--- src/rtl/shash_pkg.sv ---
// ----------------------------------------------------------------------------
// shash_pkg
// Shared types, op codes, round constants and SHA-256 mixing functions.
// ----------------------------------------------------------------------------
package shash_pkg;

	// op codes of the command item
	localparam logic [1:0] OP_ABSORB = 2'd0;
	localparam logic [1:0] OP_FINAL  = 2'd1;
	localparam logic [1:0] OP_INIT   = 2'd2;

	// padding and length constants
	localparam logic [7:0] PAD_MARK  = 8'h80;
	localparam logic [5:0] LEN_POS   = 6'd56;
	localparam logic [63:0] BLOCK_BITS = 64'd512;

	typedef struct packed {
		logic [1:0] op;
		logic [7:0] byte_value;
	} cmd_t;

	typedef struct packed {
		logic [31:0] digest_word;
		logic        last;
	} digest_t;

	// working variables a..h, index 0 is a
	typedef logic [7:0][31:0] work_t;

	function automatic logic [31:0] big_sigma0(input logic [31:0] x);
		return {x[1:0], x[31:2]} ^ {x[12:0], x[31:13]} ^ {x[21:0], x[31:22]};
	endfunction

	function automatic logic [31:0] big_sigma1(input logic [31:0] x);
		return {x[5:0], x[31:6]} ^ {x[10:0], x[31:11]} ^ {x[24:0], x[31:25]};
	endfunction

	function automatic logic [31:0] small_sigma0(input logic [31:0] x);
		return {x[6:0], x[31:7]} ^ {x[17:0], x[31:18]} ^ {3'b000, x[31:3]};
	endfunction

	function automatic logic [31:0] small_sigma1(input logic [31:0] x);
		return {x[16:0], x[31:17]} ^ {x[18:0], x[31:19]} ^ {10'b0, x[31:10]};
	endfunction

	function automatic logic [31:0] init_hash(input logic [2:0] i);
		logic [31:0] r;
		case (i)
			3'd0: r = 32'h6a09e667;
			3'd1: r = 32'hbb67ae85;
			3'd2: r = 32'h3c6ef372;
			3'd3: r = 32'ha54ff53a;
			3'd4: r = 32'h510e527f;
			3'd5: r = 32'h9b05688c;
			3'd6: r = 32'h1f83d9ab;
			3'd7: r = 32'h5be0cd19;
			default: r = 32'h0;
		endcase
		return r;
	endfunction

	function automatic logic [31:0] round_k(input logic [5:0] t);
		logic [31:0] r;
		case (t)
			6'd0:  r = 32'h428a2f98;  6'd1:  r = 32'h71374491;
			6'd2:  r = 32'hb5c0fbcf;  6'd3:  r = 32'he9b5dba5;
			6'd4:  r = 32'h3956c25b;  6'd5:  r = 32'h59f111f1;
			6'd6:  r = 32'h923f82a4;  6'd7:  r = 32'hab1c5ed5;
			6'd8:  r = 32'hd807aa98;  6'd9:  r = 32'h12835b01;
			6'd10: r = 32'h243185be;  6'd11: r = 32'h550c7dc3;
			6'd12: r = 32'h72be5d74;  6'd13: r = 32'h80deb1fe;
			6'd14: r = 32'h9bdc06a7;  6'd15: r = 32'hc19bf174;
			6'd16: r = 32'he49b69c1;  6'd17: r = 32'hefbe4786;
			6'd18: r = 32'h0fc19dc6;  6'd19: r = 32'h240ca1cc;
			6'd20: r = 32'h2de92c6f;  6'd21: r = 32'h4a7484aa;
			6'd22: r = 32'h5cb0a9dc;  6'd23: r = 32'h76f988da;
			6'd24: r = 32'h983e5152;  6'd25: r = 32'ha831c66d;
			6'd26: r = 32'hb00327c8;  6'd27: r = 32'hbf597fc7;
			6'd28: r = 32'hc6e00bf3;  6'd29: r = 32'hd5a79147;
			6'd30: r = 32'h06ca6351;  6'd31: r = 32'h14292967;
			6'd32: r = 32'h27b70a85;  6'd33: r = 32'h2e1b2138;
			6'd34: r = 32'h4d2c6dfc;  6'd35: r = 32'h53380d13;
			6'd36: r = 32'h650a7354;  6'd37: r = 32'h766a0abb;
			6'd38: r = 32'h81c2c92e;  6'd39: r = 32'h92722c85;
			6'd40: r = 32'ha2bfe8a1;  6'd41: r = 32'ha81a664b;
			6'd42: r = 32'hc24b8b70;  6'd43: r = 32'hc76c51a3;
			6'd44: r = 32'hd192e819;  6'd45: r = 32'hd6990624;
			6'd46: r = 32'hf40e3585;  6'd47: r = 32'h106aa070;
			6'd48: r = 32'h19a4c116;  6'd49: r = 32'h1e376c08;
			6'd50: r = 32'h2748774c;  6'd51: r = 32'h34b0bcb5;
			6'd52: r = 32'h391c0cb3;  6'd53: r = 32'h4ed8aa4a;
			6'd54: r = 32'h5b9cca4f;  6'd55: r = 32'h682e6ff3;
			6'd56: r = 32'h748f82ee;  6'd57: r = 32'h78a5636f;
			6'd58: r = 32'h84c87814;  6'd59: r = 32'h8cc70208;
			6'd60: r = 32'h90befffa;  6'd61: r = 32'ha4506ceb;
			6'd62: r = 32'hbef9a3f7;  6'd63: r = 32'hc67178f2;
			default: r = 32'h0;
		endcase
		return r;
	endfunction

endpackage

--- src/rtl/shash_round.sv ---
// ----------------------------------------------------------------------------
// shash_round
// One SHA-256 compression round on the working variables a..h.
// ----------------------------------------------------------------------------
module shash_round (
	input  shash_pkg::work_t v,
	input  logic [31:0]      w,
	input  logic [31:0]      k,
	output shash_pkg::work_t v_next
);
	import shash_pkg::*;

	logic [31:0] ch;
	logic [31:0] maj;
	logic [31:0] t1;
	logic [31:0] t2;

	// choice and majority
	assign ch  = (v[4] & v[5]) ^ (~v[4] & v[6]);
	assign maj = (v[0] & v[1]) ^ (v[0] & v[2]) ^ (v[1] & v[2]);

	// temporaries
	assign t1 = v[7] + big_sigma1(v[4]) + ch + k + w;
	assign t2 = big_sigma0(v[0]) + maj;

	// rotate the variables
	always_comb begin
		v_next[0] = t1 + t2;
		v_next[1] = v[0];
		v_next[2] = v[1];
		v_next[3] = v[2];
		v_next[4] = v[3] + t1;
		v_next[5] = v[4];
		v_next[6] = v[5];
		v_next[7] = v[6];
	end

endmodule

--- src/rtl/sha256_stream_hasher.sv ---
// Absorb: the 64th byte of a block starts a compression (hash load, 64 rounds at one per cycle,
// then add-back through the hash memory).
// Finalize runs one or two compressions, then emits the eight digest words, each held while stalled.
// Commands stall during compression and digest output, so no new byte is taken until a block is done.
// Reset: counters clear and the hash memory reads as the initial hash values through
// per-word valid bits; no clearing pass.
// ----------------------------------------------------------------------------
// sha256_stream_hasher
// SHA-256 over a byte stream with init, absorb and finalize commands; the hash
// words and the block words live in small synchronous memories.
// ----------------------------------------------------------------------------
module sha256_stream_hasher (
	input  logic               clk,
	input  logic               arst_n,
	input  logic               cmd_valid,
	output logic               cmd_stall,
	input  shash_pkg::cmd_t    cmd,
	output logic               digest_valid,
	input  logic               digest_stall,
	output shash_pkg::digest_t digest
);
	import shash_pkg::*;

	// sequencer states
	localparam logic [2:0] S_IDLE      = 3'd0;
	localparam logic [2:0] S_LOADH     = 3'd1;
	localparam logic [2:0] S_ROUND     = 3'd2;
	localparam logic [2:0] S_ADDH      = 3'd3;
	localparam logic [2:0] S_EMIT_RD   = 3'd4;
	localparam logic [2:0] S_EMIT_LD   = 3'd5;
	localparam logic [2:0] S_EMIT_WAIT = 3'd6;

	// kind of block being compressed
	localparam logic [1:0] K_NORMAL  = 2'd0;
	localparam logic [1:0] K_PAD     = 2'd1;
	localparam logic [1:0] K_PAD_LEN = 2'd2;
	localparam logic [1:0] K_LEN     = 2'd3;

	localparam logic [3:0] LEN_HI_WORD = 4'd14;
	localparam logic [3:0] LEN_LO_WORD = 4'd15;

	logic [2:0]  state_q;
	logic [3:0]  cnt_q;
	logic [5:0]  rnd_q;
	logic [1:0]  kind_q;
	logic [5:0]  pending_q;
	logic [63:0] msg_bits_q;
	logic [7:0]  hvalid_q;
	logic [2:0]  emit_idx_q;
	logic        digest_valid_q;
	digest_t     digest_q;
	logic [31:0] word_q;
	work_t       v_q;
	logic [15:0][31:0] sched_q;

	logic [31:0] block_mem [16];
	logic [31:0] blk_rd_q;
	logic [31:0] hash_mem [8];
	logic [31:0] hash_rd_q;
	logic        hrd_vld_q;
	logic [2:0]  hrd_addr_q;

	logic        cmd_fire;
	logic        digest_fire;
	logic        blk_we;
	logic [3:0]  blk_raddr;
	logic [2:0]  hash_raddr;
	logic        hash_we;
	logic [2:0]  hash_waddr;
	logic [31:0] hash_val;
	logic [31:0] pad_word;
	logic [31:0] blk_word;
	logic [31:0] sched_new;
	logic [31:0] w_cur;
	logic [3:0]  word_idx;
	logic [3:0]  pidx;
	work_t       v_next;

	// handshakes
	assign cmd_fire    = cmd_valid && !cmd_stall;
	assign digest_fire = digest_valid_q && !digest_stall;
	assign cmd_stall   = (state_q != S_IDLE);
	assign digest_valid = digest_valid_q;
	assign digest       = digest_q;

	// block memory port control
	assign blk_we    = cmd_fire && (cmd.op == OP_ABSORB) && (pending_q[1:0] == 2'd3);
	assign blk_raddr = (state_q == S_ROUND) ? (rnd_q[3:0] + 4'd1) : 4'd0;

	// hash memory port control
	assign hash_raddr = (state_q == S_EMIT_RD) ? emit_idx_q : cnt_q[2:0];
	assign hash_we    = (state_q == S_ADDH) && (cnt_q != 4'd0);
	assign hash_waddr = cnt_q[2:0] - 3'd1;
	assign hash_val   = hrd_vld_q ? hash_rd_q : init_hash(hrd_addr_q);

	// block memory
	always_ff @(posedge clk) begin
		if (blk_we) begin
			block_mem[pending_q[5:2]] <= {word_q[23:0], cmd.byte_value};
		end
		blk_rd_q <= block_mem[blk_raddr];
	end

	// hash memory
	always_ff @(posedge clk) begin
		if (hash_we) begin
			hash_mem[hash_waddr] <= hash_val + v_q[0];
		end
		hash_rd_q  <= hash_mem[hash_raddr];
		hrd_vld_q  <= hvalid_q[hash_raddr];
		hrd_addr_q <= hash_raddr;
	end

	// padded message words
	assign word_idx = rnd_q[3:0];
	assign pidx     = pending_q[5:2];

	always_comb begin
		case (pending_q[1:0])
			2'd0:    pad_word = {PAD_MARK, 24'h0};
			2'd1:    pad_word = {word_q[7:0], PAD_MARK, 16'h0};
			2'd2:    pad_word = {word_q[15:0], PAD_MARK, 8'h0};
			2'd3:    pad_word = {word_q[23:0], PAD_MARK};
			default: pad_word = {PAD_MARK, 24'h0};
		endcase
	end

	always_comb begin
		blk_word = blk_rd_q;
		case (kind_q)
			K_NORMAL: blk_word = blk_rd_q;
			K_PAD, K_PAD_LEN: begin
				if (word_idx == pidx) begin
					blk_word = pad_word;
				end else if (word_idx > pidx) begin
					if (kind_q == K_PAD_LEN && word_idx == LEN_HI_WORD) begin
						blk_word = msg_bits_q[63:32];
					end else if (kind_q == K_PAD_LEN && word_idx == LEN_LO_WORD) begin
						blk_word = msg_bits_q[31:0];
					end else begin
						blk_word = 32'h0;
					end
				end
			end
			K_LEN: begin
				if (word_idx == LEN_HI_WORD) begin
					blk_word = msg_bits_q[63:32];
				end else if (word_idx == LEN_LO_WORD) begin
					blk_word = msg_bits_q[31:0];
				end else begin
					blk_word = 32'h0;
				end
			end
			default: blk_word = blk_rd_q;
		endcase
	end

	// message schedule
	assign sched_new = small_sigma1(sched_q[14]) + sched_q[9] +
		small_sigma0(sched_q[1]) + sched_q[0];
	assign w_cur = (rnd_q[5:4] == 2'd0) ? blk_word : sched_new;

	shash_round u_round (
		.v      (v_q),
		.w      (w_cur),
		.k      (round_k(rnd_q)),
		.v_next (v_next)
	);

	// sequencer and counters
	always_ff @(posedge clk or negedge arst_n) begin
		if (!arst_n) begin
			state_q        <= S_IDLE;
			cnt_q          <= 4'd0;
			rnd_q          <= 6'd0;
			kind_q         <= K_NORMAL;
			pending_q      <= 6'd0;
			msg_bits_q     <= 64'd0;
			hvalid_q       <= 8'h0;
			emit_idx_q     <= 3'd0;
			digest_valid_q <= 1'b0;
		end else begin
			case (state_q)
				S_IDLE: begin
					if (cmd_fire) begin
						case (cmd.op)
							OP_ABSORB: begin
								pending_q <= pending_q + 6'd1;
								if (pending_q == 6'd63) begin
									msg_bits_q <= msg_bits_q + BLOCK_BITS;
									kind_q     <= K_NORMAL;
									cnt_q      <= 4'd0;
									state_q    <= S_LOADH;
								end
							end
							OP_FINAL: begin
								msg_bits_q <= msg_bits_q + {55'd0, pending_q, 3'd0};
								kind_q     <= (pending_q >= LEN_POS) ? K_PAD : K_PAD_LEN;
								cnt_q      <= 4'd0;
								state_q    <= S_LOADH;
							end
							OP_INIT: begin
								hvalid_q   <= 8'h0;
								pending_q  <= 6'd0;
								msg_bits_q <= 64'd0;
							end
							default: ;
						endcase
					end
				end
				S_LOADH: begin
					cnt_q <= cnt_q + 4'd1;
					if (cnt_q == 4'd8) begin
						rnd_q   <= 6'd0;
						state_q <= S_ROUND;
					end
				end
				S_ROUND: begin
					rnd_q <= rnd_q + 6'd1;
					if (rnd_q == 6'd63) begin
						cnt_q   <= 4'd0;
						state_q <= S_ADDH;
					end
				end
				S_ADDH: begin
					cnt_q <= cnt_q + 4'd1;
					if (hash_we) begin
						hvalid_q[hash_waddr] <= 1'b1;
					end
					if (cnt_q == 4'd8) begin
						case (kind_q)
							K_NORMAL: state_q <= S_IDLE;
							K_PAD: begin
								kind_q  <= K_LEN;
								cnt_q   <= 4'd0;
								state_q <= S_LOADH;
							end
							default: begin
								emit_idx_q <= 3'd0;
								state_q    <= S_EMIT_RD;
							end
						endcase
					end
				end
				S_EMIT_RD: state_q <= S_EMIT_LD;
				S_EMIT_LD: begin
					digest_valid_q <= 1'b1;
					state_q        <= S_EMIT_WAIT;
				end
				S_EMIT_WAIT: begin
					if (digest_fire) begin
						digest_valid_q <= 1'b0;
						if (emit_idx_q == 3'd7) begin
							pending_q  <= 6'd0;
							msg_bits_q <= 64'd0;
							state_q    <= S_IDLE;
						end else begin
							emit_idx_q <= emit_idx_q + 3'd1;
							state_q    <= S_EMIT_RD;
						end
					end
				end
				default: state_q <= S_IDLE;
			endcase
		end
	end

	// datapath registers
	always_ff @(posedge clk) begin
		if (cmd_fire && cmd.op == OP_ABSORB) begin
			word_q <= {word_q[23:0], cmd.byte_value};
		end
		if ((state_q == S_LOADH || state_q == S_ADDH) && cnt_q != 4'd0) begin
			v_q <= {hash_val, v_q[7:1]};
		end else if (state_q == S_ROUND) begin
			v_q     <= v_next;
			sched_q <= {w_cur, sched_q[15:1]};
		end
		if (state_q == S_EMIT_LD) begin
			digest_q.digest_word <= hash_val;
			digest_q.last        <= (emit_idx_q == 3'd7);
		end
	end

	// checks
	a_digest_only_in_emit: assert property (@(posedge clk) disable iff (!arst_n)
		digest_valid_q |-> (state_q == S_EMIT_WAIT))
		else $error("digest valid outside emit wait");

	a_final_starts_compress: assert property (@(posedge clk) disable iff (!arst_n)
		(cmd_fire && cmd.op == OP_FINAL) |=> (state_q == S_LOADH))
		else $error("finalize did not start a compression");

	a_last_clears_counts: assert property (@(posedge clk) disable iff (!arst_n)
		(digest_fire && digest_q.last) |=> (pending_q == 6'd0 && msg_bits_q == 64'd0
			&& state_q == S_IDLE))
		else $error("counters not cleared after last digest word");

	a_hash_write_in_addh: assert property (@(posedge clk) disable iff (!arst_n)
		hash_we |-> (kind_q == K_NORMAL || kind_q == K_PAD || kind_q == K_PAD_LEN
			|| kind_q == K_LEN) && !cmd_fire)
		else $error("hash write while accepting an item");

endmodule
--- config.mk ---
export PLATFORM = sky130hd
export DESIGN_NAME = sha256_stream_hasher
export DESIGN_NICKNAME = d
export VERILOG_FILES = /design/src/rtl/shash_pkg.sv /design/src/rtl/shash_round.sv /design/src/rtl/sha256_stream_hasher.sv
export SDC_FILE = /design/constraint.sdc
export NUM_CORES = 2
export LEC_CHECK = 0
export BUFFER_PORTS_ARGS = -buffer_cell sky130_fd_sc_hd__buf_4
export CAP_MARGIN = 20
export CORE_MARGIN = 4
export CORE_UTILIZATION = 58
export CTS_CLUSTER_SIZE = 14
export DETAILED_ROUTE_END_ITERATION = 10
export PLACE_DENSITY = 0.77
export SKIP_CTS_REPAIR_TIMING = 1
export SLEW_MARGIN = 20
export SYNTH_ARGS = -nofsm -noshare
export SYNTH_HDL_FRONTEND = slang
export SYNTH_SLANG_ARGS = --single-unit
--- constraint.sdc ---
create_clock -name clk -period 16.95 [get_ports clk]
set_input_delay 1.695 -clock clk [delete_from_list [all_inputs] [get_ports clk]]
set_output_delay 1.695 -clock clk [all_outputs]
set_load 0.02 [all_outputs]
Word level (Yosys, flattened, before mapping)
Memory sizes are Yosys's and may differ from the RTL's. A register that Yosys moved wholly into a read port is not among the register bits.
Index checks and enable logic that the tools add are counted.

word-level totals
  bits in registers = 923
  output and inout bits = 35
  memory bits (writable) = 768
  memories kept = 4
  memory bits (read-only) = 2296
  logic and storage cells = 228
  bits of input ports = 14

memory list
  memory            words  width  rd ports  clocked after Yosys merged registers in  wr ports  RTL line                    RTL
  (name not given)  64     32     1         0                                        0         shash_pkg.sv:64             case (t)
  block_mem         16     32     1         1                                        1         sha256_stream_hasher.sv:56  logic [31:0] block_mem [16];
  hash_mem          8      32     1         1                                        1         sha256_stream_hasher.sv:58  logic [31:0] hash_mem [8];
  (name not given)  8      31     1         1                                        0         shash_pkg.sv:48             case (i)

operators by class
  eq/ne operators = 36
  bitwise operators = 19
  add/sub/neg operators = 19
  magnitude comparators = 5
  mux-type cells = 70
  reductions and logical operators = 38

operators by type and width
  cell                                                              count
  256-bit two-way mux                                               2
  32-bit adder                                                      11
  32-bit XOR                                                        9
  32-bit two-way mux                                                8
  64-bit two-way mux                                                4
  64-bit one-hot mux with 3 select lines                            1
  32-bit AND                                                        5
  32-bit one-hot mux with 4 select lines                            1
  64-bit one-hot mux with 2 select lines                            1
  32-bit one-hot mux with 3 select lines                            1
  64-bit by 10-bit adder with 64-bit output, second input constant  1
  64-bit by 9-bit adder with 64-bit output                          1
  3-bit two-way mux                                                 12
  6-bit one-hot mux with 2 select lines                             3
  32-bit inverter                                                   1
  32-bit by 22-bit XOR with 32-bit output                           1
  32-bit by 29-bit XOR with 32-bit output                           1
  4-bit two-way mux                                                 6
  6-bit two-way mux                                                 4
  8-bit two-way mux                                                 3
  3-bit one-hot mux with 7 select lines                             1
  2-bit inequality test, second input constant                      9
  3-bit one-hot mux with 2 select lines                             3
  4-bit one-hot mux with 4 select lines                             1
  other kinds (44)                                                  97

Longest topological paths before layout
  depth after elaboration = 12
  depth in mapped cells = 42
  gate-level depth less buffers = 42

Modules after synthesis
A second synthesis with hierarchy kept.

unflattened totals
  cells, all modules = 7044
  area total of the unflattened synthesis = 88292.2 µm²

modules (own cells, without submodules)
  module                instances  cells each  area each (µm²)  seq. area each (µm²)
  sha256_stream_hasher  1          5654        77062.7          52090.0
  shash_round           1          1390        11229.5          0.0

Worst setup path after synthesis
No wires, ideal clock.

  kind = reg-to-reg
  start = register state_q[2]
  end = register blk_rd_q[21] (read register of block_mem)
  path slack = 0.239 ns
  cell stages (with the launch flop) = 9
  period minus slack after synthesis = 16.711 ns
  buffers on the path = 3
  library setup time = 0.154 ns
  arrival time = 16.557 ns
  required time = 16.796 ns
  path through = dfrtp_1 -> clkbuf_1 -> inv_1 -> nand2_1 -> inv_1 -> clkbuf_1 -> clkbuf_1 -> a22oi_1 -> o32ai_1

on the way
  word-level cells in the longest chain between the ends = 2

RTL lines
  what                                      RTL line                     RTL
  start, declared                           sha256_stream_hasher.sv:42   logic [2:0] state_q;
  start signal, assigned                    sha256_stream_hasher.sv:173  state_q <= S_IDLE;
  start signal, assigned                    sha256_stream_hasher.sv:193  state_q <= S_LOADH;
  start signal, assigned                    sha256_stream_hasher.sv:200  state_q <= S_LOADH;
  3-bit by 2-bit == test with 1-bit output  sha256_stream_hasher.sv:88   assign blk_raddr = (state_q == S_ROUND) ? (rnd_q[3:0] + 4'd1) : 4'd0;
  4-bit two-way mux                         sha256_stream_hasher.sv:88
  end, declared                             sha256_stream_hasher.sv:57   logic [31:0] blk_rd_q;

Every way passes these cells.
A chain may end at the register's enable or synchronous reset.

Worst setup path after layout
  start = register rnd_q[0]
  end = register v_q[31] (netlist bit) (data pin)

on the way
  word-level cells in the longest chain between the ends = 12
  elaborated cells on any way between the ends = 20
  those cells by class = 3 x add/sub; 1 x order compare; 3 x eq/ne; 10 x mux; 2 x reduce/logical; 1 x memory

RTL lines
  what                                                                             RTL line                     RTL
  start, declared                                                                  sha256_stream_hasher.sv:44   logic [5:0] rnd_q;
  start signal, assigned                                                           sha256_stream_hasher.sv:219  rnd_q <= rnd_q + 6'd1;
  parallel branches: the longest is 8 deep, another holds memory read 64 x 32 bit  n/a
  32-bit adder *                                                                   shash_round.sv:23            assign t1 = v[7] + big_sigma1(v[4]) + ch + k + w;
  32-bit adder *                                                                   shash_round.sv:28            v_next[0] = t1 + t2;
  256-bit two-way mux *                                                            sha256_stream_hasher.sv:275  end else if (state_q == S_ROUND) begin
  256-bit two-way mux *                                                            sha256_stream_hasher.sv:273  if ((state_q == S_LOADH || state_q == S_ADDH) && cnt_q != 4'd0) begin
  end signal, assigned                                                             sha256_stream_hasher.sv:274  v_q <= {hash_val, v_q[7:1]};
  end signal, assigned                                                             sha256_stream_hasher.sv:276  v_q <= v_next;
  end, declared                                                                    sha256_stream_hasher.sv:53   work_t v_q;

Mark *: on every way between the ends. The select of a mux whose other input is x is not followed.

==> flow_summary.rst <==
.. list-table::
   :header-rows: 1

   * - Metric
     - Value
   * - Max frequency
     - 93.49 MHz
   * - Count of buffers inserted at the top-level ports
     - 48
   * - Die Width
     - 391.5 um
   * - Reg2reg end
     - v_q[31]$_DFFE_PP_
   * - Critical path startpoint category
     - flip-flop
   * - Complex-gate fraction of the synthesized area
     - 10.19%
   * - CTS tree
     - yes
   * - Depth of the worst hold-timing path
     - 0
   * - Global-route wire length before repair
     - 347300 um
   * - Cell with the largest stage delay on the worst path
     - sky130_fd_sc_hd__buf_4
   * - Outcome
     - finished, final reports clean
   * - CORE AREA
     - 0.1459 sq mm
   * - # DRC
     - 0
   * - Final period util
     - 63.10%
   * - Fraction of synthesized cell area in xor and xnor cells
     - 4.435%
   * - Worst slew margin relative to its limit
     - 19.59%
   * - Post-synthesis cell count
     - 6886
   * - Ratio of cells with drive above 1 in the final layout
     - 9.799%
   * - Final ANT Viol Nets
     - 0
   * - Critical path fanouts, max
     - 55
   * - Flop-to-flop setup slack
     - 6.25 ns
   * - Layout area overhead
     - 9.917%
   * - Final-report max-slew violation count
     - 0
   * - Number of antenna violations at the first check in global routing
     - 7
   * - Total number of vias
     - 56.04k
   * - Sequential Area
     - 0.05210 sq mm
   * - Share of synthesized area spent on multiplexers
     - 3.497%
   * - Most common cell type on the critical path
     - sky130_fd_sc_hd__a21oi_1
   * - Adder-cell area share of the yosys netlist
     - 8.023%
   * - Routed wire per std cell
     - 26.54 um
   * - Synthesized-area fraction occupied by and/or/nand/nor cells
     - 9.632%
   * - Clock buffer count from CTS
     - 177
   * - CTS H-Tree Depth
     - 4
   * - Cell row count
     - 140
   * - Dominant synthesized flop cell
     - sky130_fd_sc_hd__edfxtp_1
   * - Vias in the first global route
     - 53.32k
   * - Clock Tree Buf Depth
     - 3
   * - Hold Crit Class
     - reg2reg
   * - Die ar.
     - 0.1533 sq mm
   * - Number of flip-flops and latches in the synthesized netlist
     - 1782
   * - Endpoint of the worst hold path
     - sched_q[177]$_DFFE_PP_
   * - Startpoint of the lowest-slack register-to-register path
     - rnd_q[0]$_DFFE_PN0P_
   * - Main combinational cell family by area after synthesis
     - compound AO/OA/AOI/OAI gates
   * - CTS Sinks
     - 1782
   * - Arrival time at the worst endpoint
     - 11.20 ns
   * - First drt pass iteration count
     - 6
   * - Worst hold path startpoint
     - sched_q[209]$_DFFE_PP_
   * - Fraction of registers with async set or reset after synthesis
     - 5.275%
   * - Clk root buf
     - sky130_fd_sc_hd__clkbuf_16
   * - Total wire length
     - 235800 um
   * - Final setup violating endpoints
     - 0
   * - Synth Net Count
     - 7309
   * - Post-synth design cell area
     - 0.08530 sq mm
   * - Final Wtd Congestion
     - 1.001
   * - Setup repair after global routing missed its margin
     - false
   * - # Max-Cap Violations
     - 0
   * - Total congestion overflow after global routing
     - 0
   * - Global-route usage over all layers
     - 30.58%
   * - Worst reg2reg path depth
     - 36
   * - Worst setup path class
     - reg2reg
   * - Slew at the pin with the worst max-slew slack
     - 1.195 ns
   * - WP data required
     - 17.46 ns
   * - Worst Setup End Kind
     - flip-flop
   * - Clock Pin Slew Worst Setup and Hold Paths
     - 0.06 ns
   * - Period minus WS final
     - 10.70 ns
   * - Synth Area per Inst
     - 12.39 sq um
   * - Setup clock skew after layout
     - 0.04551 ns
   * - Starting DRC count in detailed routing
     - 6650
   * - Sequential element share of the synthesized area
     - 61.06%
   * - Yosys synthesis warning count
     - 0
   * - Slowest Stage Delay on Critical Path
     - 0.65 ns
   * - Multi-input combinational cell area
     - 0.03078 sq mm
   * - Top-level port count
     - 49
   * - Fill cell total of the finished layout
     - 10.51k
   * - Number of enable flip-flop cells after synthesis
     - 1593
   * - Clock latency of the later-clocked register in the worst-skew pair
     - 0.82 ns
   * - Vertical extent of the die
     - 391.5 um
   * - Number of distinct standard cells referenced by the synthesized netlist
     - 99
   * - Layout net count
     - 7245
   * - Total negative slack for setup checks
     - 0 ns
   * - Maximum number of pins on one net before global-route repair
     - 214
   * - Initial Util
     - 58.46%
   * - Detailed placement HPWL
     - 156700 um
   * - Endpoints failing hold
     - 0
   * - Via-to-Cell Ratio
     - 6.305
-- worst max-delay path by stage --
stage | from | end | slack (ns) | depth (start not counted)
2_1_floorplan | state_q[2]$_DFFE_PN0P_ | blk_rd_q[21]$_DFF_P_ | 0.24 | 8
3_3_place_gp | rnd_q[0]$_DFFE_PN0P_ | v_q[31]$_DFFE_PP_ | 6.63 | 36
3_5_place_dp | rnd_q[0]$_DFFE_PN0P_ | v_q[31]$_DFFE_PP_ | 6.48 | 36
4_1_cts | rnd_q[0]$_DFFE_PN0P_ | v_q[31]$_DFFE_PP_ | 6.49 | 36
5_1_grt | rnd_q[0]$_DFFE_PN0P_ | v_q[31]$_DFFE_PP_ | 5.83 | 36
6_report | rnd_q[0]$_DFFE_PN0P_ | v_q[31]$_DFFE_PP_ | 6.25 | 36
-- final cells by class --
class / instances / area share, %
Antenna cell: 1 / 0.002669
Timing Repair Buffer: 147 / 1.225
Inverter: 322 / 1.301
Clock buffer: 229 / 5.171
Multi-Input combinational cell: 4392 / 32.83
Tap cell: 1917 / 2.558
Clock inverter: 98 / 1.349
Sequential cell: 1782 / 55.57
-- layout by cell type (no fill, tap or decap), types with 100 or more instances in the layout --
| cell | count |
|---|---|
| sky130_fd_sc_hd__nand2_1 | 1117 |
| sky130_fd_sc_hd__buf_4 | 142 |
| sky130_fd_sc_hd__a21oi_1 | 282 |
| sky130_fd_sc_hd__inv_1 | 315 |
| sky130_fd_sc_hd__edfxtp_1 | 1593 |
| sky130_fd_sc_hd__xnor2_1 | 273 |
| sky130_fd_sc_hd__mux2_2 | 162 |
| sky130_fd_sc_hd__ha_1 | 217 |
| sky130_fd_sc_hd__fa_1 | 190 |
| sky130_fd_sc_hd__nor2_1 | 259 |
| sky130_fd_sc_hd__mux2i_1 | 100 |
| sky130_fd_sc_hd__o21ai_0 | 334 |
| sky130_fd_sc_hd__clkbuf_16 | 180 |
| sky130_fd_sc_hd__nand3_1 | 260 |
| sky130_fd_sc_hd__xor2_1 | 150 |
-- state kept, by name, summed over array words and instances (netlist names), named ones only --
signal / count
digest_valid: 1
msg_bits_q: 61
hash_mem: 256
blk_rd_q: 32
hash_rd_q: 32
rnd_q: 6
cnt_q: 4
hrd_vld_q: 1
hvalid_q: 8
sched_q: 512
pending_q: 6
digest: 33
word_q: 24
state_q: 3
emit_idx_q: 3
block_mem: 512
v_q: 256
kind_q: 2
-- worst max-delay path: cells and delay by family, from the launching register on --
kind                       cells  cell delay, ns
AOI/OAI and AO/OA             17            3.75
adders and majority gates      6            2.42
and+or+nand+nor                7            1.97
buffers and inverters          3            1.32
xor gates and xnor gates       3            0.55
DFF                            1            0.39
-- layer usage --
metal,wire (um),part of all wire [%],global-route usage [%]
met1,93310,40,42.53
met2,109500,46,48.26
met3,20890,8.9,4.631
met4,12180,5.2,13.68
met5,10,0.0042,0
-- cells by family after synthesis --
group	Yosys count
compound gates	1329
xor+xnor	427
fa+ha+maj	439
buf+inv	712
flops	1782
mux	269
simple gates	1928
-- synthesized netlist by cell type, drive strengths merged, types with 25 or more instances --
cell type	instances	area share (%)
o211ai	41	0.37
ha	219	3.2
nor3	65	0.39
nand4	35	0.26
nand3	261	1.5
dfxtp	95	2.2
a22o	55	0.56
fa	190	4.5
a31oi	94	0.70
mux2i	101	1.2
a22oi	60	0.53
edfxtp	1593	56
o21ai	373	2.2
a211oi	30	0.28
dfrtp	94	2.8
nor2	284	1.3
nand2b	35	0.26
a21o	74	0.65
mux2	162	2.1
a21oi	290	1.7
o32ai	34	0.35
inv	320	1.4
clkbuf	335	1.5
maj3	30	0.35
xor2	150	1.5
o21bai	28	0.25
a221oi	80	0.83
o21a	26	0.23
nor2b	25	0.19
and3	33	0.24
nand2	1120	4.9
buf	55	0.27
xnor2	275	2.8
-- per-stage QoR --
step / hold slack [ns] / worst slack (ns) / cell area, sq um / utilization, % / instances
floorplan: 0.4003 / 0.2391 / 85300 / - / 6886
global route: 0.4107 / 5.831 / 93760 / 64.26 / 8887
global placement: 0.4001 / 6.631 / 87620 / 60.05 / 8559
CTS: 0.3990 / 6.494 / 93730 / 64.24 / 8886
detailed placement: 0.4045 / 6.475 / 87620 / 60.05 / 8559
finish: 0.4012 / 6.254 / 93760 / 64.26 / 8888
Power is not shown: default switching activity piles up to over one toggle a cycle in this logic, so the estimate is an artifact.
